===== config.mk =====
export PLATFORM = sky130hd
export DESIGN_NAME = wtms_ctrl
export DESIGN_NICKNAME = d
export VERILOG_FILES = /design/src/wtms_pkg.sv /design/src/wtms_ctrl.sv
export SDC_FILE = /design/constraint.sdc
export NUM_CORES = 1
export LEC_CHECK = 0
export ABC_AREA = 1
export BUFFER_PORTS_ARGS = -buffer_cell sky130_fd_sc_hd__buf_2
export CAP_MARGIN = 20
export CORE_AREA = 2 2 39 41
export DETAILED_ROUTE_END_ITERATION = 10
export DIE_AREA = 0 0 41 43
export REMOVE_ABC_BUFFERS = 1
export SLEW_MARGIN = 10
export SYNTH_ARGS = -nofsm -noshare
export SYNTH_HDL_FRONTEND = slang
export SYNTH_SLANG_ARGS = --single-unit
export TNS_END_PERCENT = 1

===== constraint.sdc =====
create_clock -name clk_i -period 3.12 [get_ports clk_i]
set_input_delay 0.624 -clock clk_i [delete_from_list [all_inputs] [get_ports clk_i]]
set_output_delay 0.624 -clock clk_i [all_outputs]
set_load 0.1 [all_outputs]

===== src/wtms_pkg.sv =====
// Shared types for the weighted midrank sum block.
package wtms_pkg;
  localparam int unsigned RiskW = 16;
  localparam int unsigned WgtW  = 16;
  localparam int unsigned SumW  = 23;
  localparam int unsigned IdxW  = 6;

  typedef struct packed {
    logic [RiskW-1:0] risk_value;
    logic             case_flag;
    logic             control_flag;
    logic [WgtW-1:0]  item_weight;
    logic             final_item;
  } in_word_t;

  typedef struct packed {
    logic [IdxW-1:0] record_index;
    logic [SumW-1:0] case_sum_twice;
    logic [SumW-1:0] control_sum_twice;
    logic            run_end;
  } out_word_t;

  // Entry of the risk-ordered store.
  typedef struct packed {
    logic [1:0]       flags;   // bit 1 control, bit 0 case
    logic [WgtW-1:0]  weight;
    logic [RiskW-1:0] risk;
    logic [IdxW-1:0]  idx;     // load position
  } entry_t;

  typedef enum logic [5:0] {
    ST_LOAD  = 6'b000001,
    ST_INS   = 6'b000010,
    ST_PREP  = 6'b000100,
    ST_SCAN  = 6'b001000,
    ST_WRITE = 6'b010000,
    ST_EMIT  = 6'b100000
  } state_e;

  // Controller commands and datapath status.
  typedef struct packed {
    logic store;      // take the input word and start its insertion
    logic ins;        // one insertion step
    logic prep;       // clear sweep pointers, fetch first sorted entry
    logic scan;       // accumulate tie group
    logic write;      // write one group result
    logic emit;       // present one result
  } cmd_t;

  typedef struct packed {
    logic ins_done;   // insertion point found
    logic set_last;   // inserted word ends the load
    logic grp_done;   // tie group fully scanned
    logic wr_done;    // group results written
    logic pass_done;  // sweep finished
    logic emit_last;
  } stat_t;
endpackage


===== src/wtms_ctrl.sv =====
// Controller state machine for the weighted midrank sum block.
module wtms_ctrl import wtms_pkg::*; (
  input  logic  clk_i,
  input  logic  rst_ni,
  input  logic  start_i,
  input  stat_t stat_i,
  output cmd_t  cmd_o,
  output logic  busy_o
);
  state_e state_q, state_d;

  // Advance state.
  always_ff @(posedge clk_i or negedge rst_ni) begin
    if (!rst_ni) begin
      state_q <= ST_LOAD;
    end else begin
      state_q <= state_d;
    end
  end

  // Sequence load, insertion, sweep and result phases.
  always_comb begin
    state_d = state_q;
    cmd_o   = '0;
    busy_o  = 1'b1;
    case (state_q)
      ST_LOAD: begin
        busy_o = 1'b0;
        if (start_i) begin
          cmd_o.store = 1'b1;
          state_d = ST_INS;
        end
      end
      ST_INS: begin
        cmd_o.ins = 1'b1;
        if (stat_i.ins_done) state_d = stat_i.set_last ? ST_PREP : ST_LOAD;
      end
      ST_PREP: begin
        cmd_o.prep = 1'b1;
        state_d = ST_SCAN;
      end
      ST_SCAN: begin
        cmd_o.scan = 1'b1;
        if (stat_i.grp_done) state_d = ST_WRITE;
      end
      ST_WRITE: begin
        cmd_o.write = 1'b1;
        if (stat_i.wr_done) state_d = stat_i.pass_done ? ST_EMIT : ST_SCAN;
      end
      ST_EMIT: begin
        cmd_o.emit = 1'b1;
        if (stat_i.emit_last) state_d = ST_LOAD;
      end
      default: state_d = ST_LOAD;
    endcase
  end
endmodule


* Word-level counts from Yosys, hierarchy flattened *
Index checks and enable logic that the tools add are counted.

cells by class
  equality and inequality tests = 11
  multiplexer cells = 16
  reductions and logical operators = 1

operators with widths
  operator                                                                count
  6-bit 2-to-1 mux                                                        6
  6-bit case mux with 6 select lines                                      1
  2-bit inequality test (second input constant)                           5
  1-bit 2-to-1 mux                                                        8
  6-bit by 1-bit equality test with 1-bit output (second input constant)  1
  6-bit by 2-bit equality test with 1-bit output (second input constant)  1
  6-bit by 3-bit equality test with 1-bit output (second input constant)  1
  6-bit by 4-bit equality test with 1-bit output (second input constant)  1
  6-bit by 5-bit equality test with 1-bit output (second input constant)  1
  6-bit equality test (second input constant)                             1
  5-bit AND reduction                                                     1
  3-bit 2-to-1 mux                                                        1

word-level totals
  flip-flop bits (word level) = 6
  input port bits = 9
  output and inout bits = 7
  logic and storage cells = 29

* Logic depth before layout (Yosys ltp) *
  depth after elaboration = 3
  gate-level depth with buffers = 9
  mapped depth without buffers = 9

* Worst setup path before layout *
No wires, ideal clock.

  path kind = flip-flop to output port
  start point = register state_q[0]
  end point = output port cmd_o[5] in the netlist's numbering
  arrival = 3.106 ns
  data required time = 2.496 ns
  setup slack = -0.610 ns
  cell stages (with the launch flop) = 5
  path buffers = 0
  cell sequence = dfstp_2 > inv_1 > nor2_1 > nand3_1 > nor2_1

RTL lines
  item                    RTL line         RTL
  from (decl)             wtms_ctrl.sv:10  state_e state_q, state_d;
  from (signal assigned)  wtms_ctrl.sv:17  state_q <= state_d;
  to (decl)               wtms_ctrl.sv:7   output cmd_t cmd_o,

==> out/results.tsv <==
stage	metric	value	unit
clock_tree	hold-fix buffers at CTS	0	
layout	share of cells above drive strength 1	0.341	
placement	port bufs	15	
synth	Synth Area in XOR/XNOR	0	
global_routing	busiest layer in global routing	met1	
worst_hold_path	worst min path class	in2async	
clock_tree	CTS resizes	0	
clock_tree	total setup buffers inserted after CTS	0	
global_routing	first-pass GRT wire length	1630	µm
timing	setup TNS	0	ns
synth	Synth cell types	16	
drt	router iterations before antenna repair	4	
clock_tree	register clock-pin slew on the reported worst setup and hold paths	0.05	ns
global_routing	M3 GR Usage	0	
floorplanning	die width	41	µm
clock_tree	TritonCTS Buffers	3	
layout	Largest regs	state_q (6)	
drt	Initial DRC Count	10	
synth	Simple-Gate Fraction of Synth Area	0.460	
timing	Final Skew	0.00207	ns
global_routing	pin count of the biggest net entering global routing	8	
pwr	Power Density	966	nW/µm²
layout	Reg area	151	µm²
synth	post-synthesis compound-gate area fraction	0.0413	
global_routing	met2 Resource Use GR	0.191	
timing	Slew Limit Fails	0	
timing	period utilization	0.727	
synth	post-synthesis async set-or-reset flop share	1.00	
critical_path	kind of critical path	reg2out	
global_routing	vias in the first global route	415	
placement	gpl congestion	0.811	
status	outcome	finished, final reports clean	
drt	wire per inst	10.1	µm
floorplanning	die area	1760	µm²
global_routing	initial antenna violation count	0	
critical_path	Worst setup EP type	primary output	
floorplanning	Initial Util	0.307	
floorplanning	Die Y	43	µm
layout	nets@finish	92	
timing	Slew @ Worst Pin	0.484	ns
layout	Fillers	156	
drt	final wirelength	991	µm
critical_path	Startpoint Class	register	
synth	Synth top area share	0.295	
critical_path	Critical Path RT	2.50	ns
placement	post-DP HPWL	817	µm
synth	multiplexer share of the synthesized area	0	
pwr	Max VDD drop	0.598	mV
timing	final setup vio count	0	
critical_path	reg2reg path depth	7	
synth	Syn Std Cell Area	424	µm²
synth	Yosys reg bits	6	
layout	Top reg by flops	state_q	
timing	Fmax	441	MHz
critical_path	CP max FO	4	
clock_tree	Worst-Skew Late Latency	0.25	ns
clock_tree	CTS tree	done	
synth	Mapped Avg Cell Area	6.73	µm²
placement	Cells after DPL	94	
clock_tree	CTS max path bufs	2	
layout	# diodes	0	
timing	Slew headroom	0.679	
timing	Tmin final	2.27	ns
timing	Final Hold Viols	0	
drt	routed via count	467	
floorplanning	core area	1380	µm²
layout	Non-Filler Instances	98	
timing	RSZ-0062 raised after global routing	false	
clock_tree	clock sinks	6	
synth	Synth Area in Adders	0	
synth	area leader, netlist	dfrtp_1	
synth	Mapped Cells	63	
layout	max reg flops	6	
placement	placed cell areas	519	µm²
floorplanning	io pins	16	
global_routing	total grt overflow	0	
layout	Design Area, Final	546	µm²
drt	vias per cell	4.77	
pwr	Leak	0.360	nW
run	Max-cap violations	0	
synth	yosys warns	0	
drt	Routed Antenna Nets	0	
critical_path	critical path arrival	1.64	ns
global_routing	gr usage total	0.134	
synth	largest family of logic cells by synthesized area	simple AND/OR/NAND/NOR gates	
layout	footprint of the multi-input gates	213	µm²
clock_tree	clock root buffer	clkbuf_4	
synth	top cells by area, synth	dfrtp_1 29%, inv_1 12%, nand2_1 8.8%, nor2_1 8.0%, nand3_1 7.1%	
floorplanning	row cnt	14	
layout	Layout area overhead	28.6	%
synth	Post-synth top flop	dfrtp_1	
drt	drc violations	0	
synth	EDFF count, synth	0	
synth	post-synthesis sequential area ratio	0.357	
global_routing	met1 Use GR	0.194	
clock_tree	H-tree depth	1	
==> cell usage after synthesis, types with 2 or more instances <==
library cell and instances:
o21ai_1 2, nand4_1 4, inv_2 2, inv_1 14, nor2_1 9, nor2_4 2
dfrtp_1 5, nor2_2 2, nand3_1 6, nand2_2 2, nand2_1 10
==> report_power, final <==
group	total, mW	leakage (nW)	internal, mW	switching (mW)
sequential	0.120	0.0792	0.101	0.0181
combinational	0.327	0.266	0.0628	0.265
clock	0.0799	0.0150	0.0487	0.0312
==> per-stage QoR <==
| stage | total power, mW | setup WS, ns | hold WS, ns | utilization |
|---|---|---|---|---|
| CTS | 0.526 | 0.850 | 0.197 | 0.394 |
| global placement | 0.443 | 1.13 | 0.456 | 0.375 |
| finish | 0.527 | 0.852 | 0.193 | 0.394 |
| detailed placement | 0.446 | 1.12 | 0.455 | 0.375 |
| floorplan | 0.394 | -0.610 | 0.328 | - |
| global route | 0.557 | 0.774 | 0.196 | 0.394 |
==> critical path, cell delays in order (launching register included) <==
cell and delay (ns):
dfstp_2 0.55, inv_1 0.04, nor2_1 0.12, nand3_1 0.15, nor2_1 0.11, buf_2 0.43
==> cell families (layout without fill, tap and decap cells) <==
group | count (synthesis) | after routing
DFF | 6 | 6
buffers and inverters | 16 | 35
AOI/OAI and AO/OA | 3 | 3
and+or+nand+nor | 38 | 38
==> layer usage <==
metal,part of all wire,up-vias
met5,0,-
met3,0.039,0
li1,-,236
met4,0,0
met1,0.42,218
met2,0.54,13
==> layout make-up <==
type / instances / share of cell area
clock buffer: 4 / 0.0482
inverter: 16 / 0.110
multi-input combinational: 41 / 0.390
sequential: 6 / 0.278
tap: 16 / 0.0367
timing repair buffer: 15 / 0.138
==> worst paths after layout <==
kind	endpoint	slack (ns)	startpoint
max	cmd_o[5]	0.85	state_q[0]
min	state_q[3]	0.19	rst_ni
max reg2reg	state_q[3]	1.82	state_q[0]
min reg2reg	state_q[0]	0.60	state_q[1]
max in group asynchronous	state_q[0]	2.71	rst_ni
min in group clk_i	state_q[0]	0.60	state_q[1]
==> layout by cell type, fill, tap and decap left out, drive strengths merged <==
cell	n
nand2	12
and3	1
dfrtp	5
inv	16
nor2	13
o21ai	2
dfstp	1
nand4	4
buf	15
nand3	7
nor3	1
clkbuf	4
o21bai	1
(Power assumes the default switching activity.)
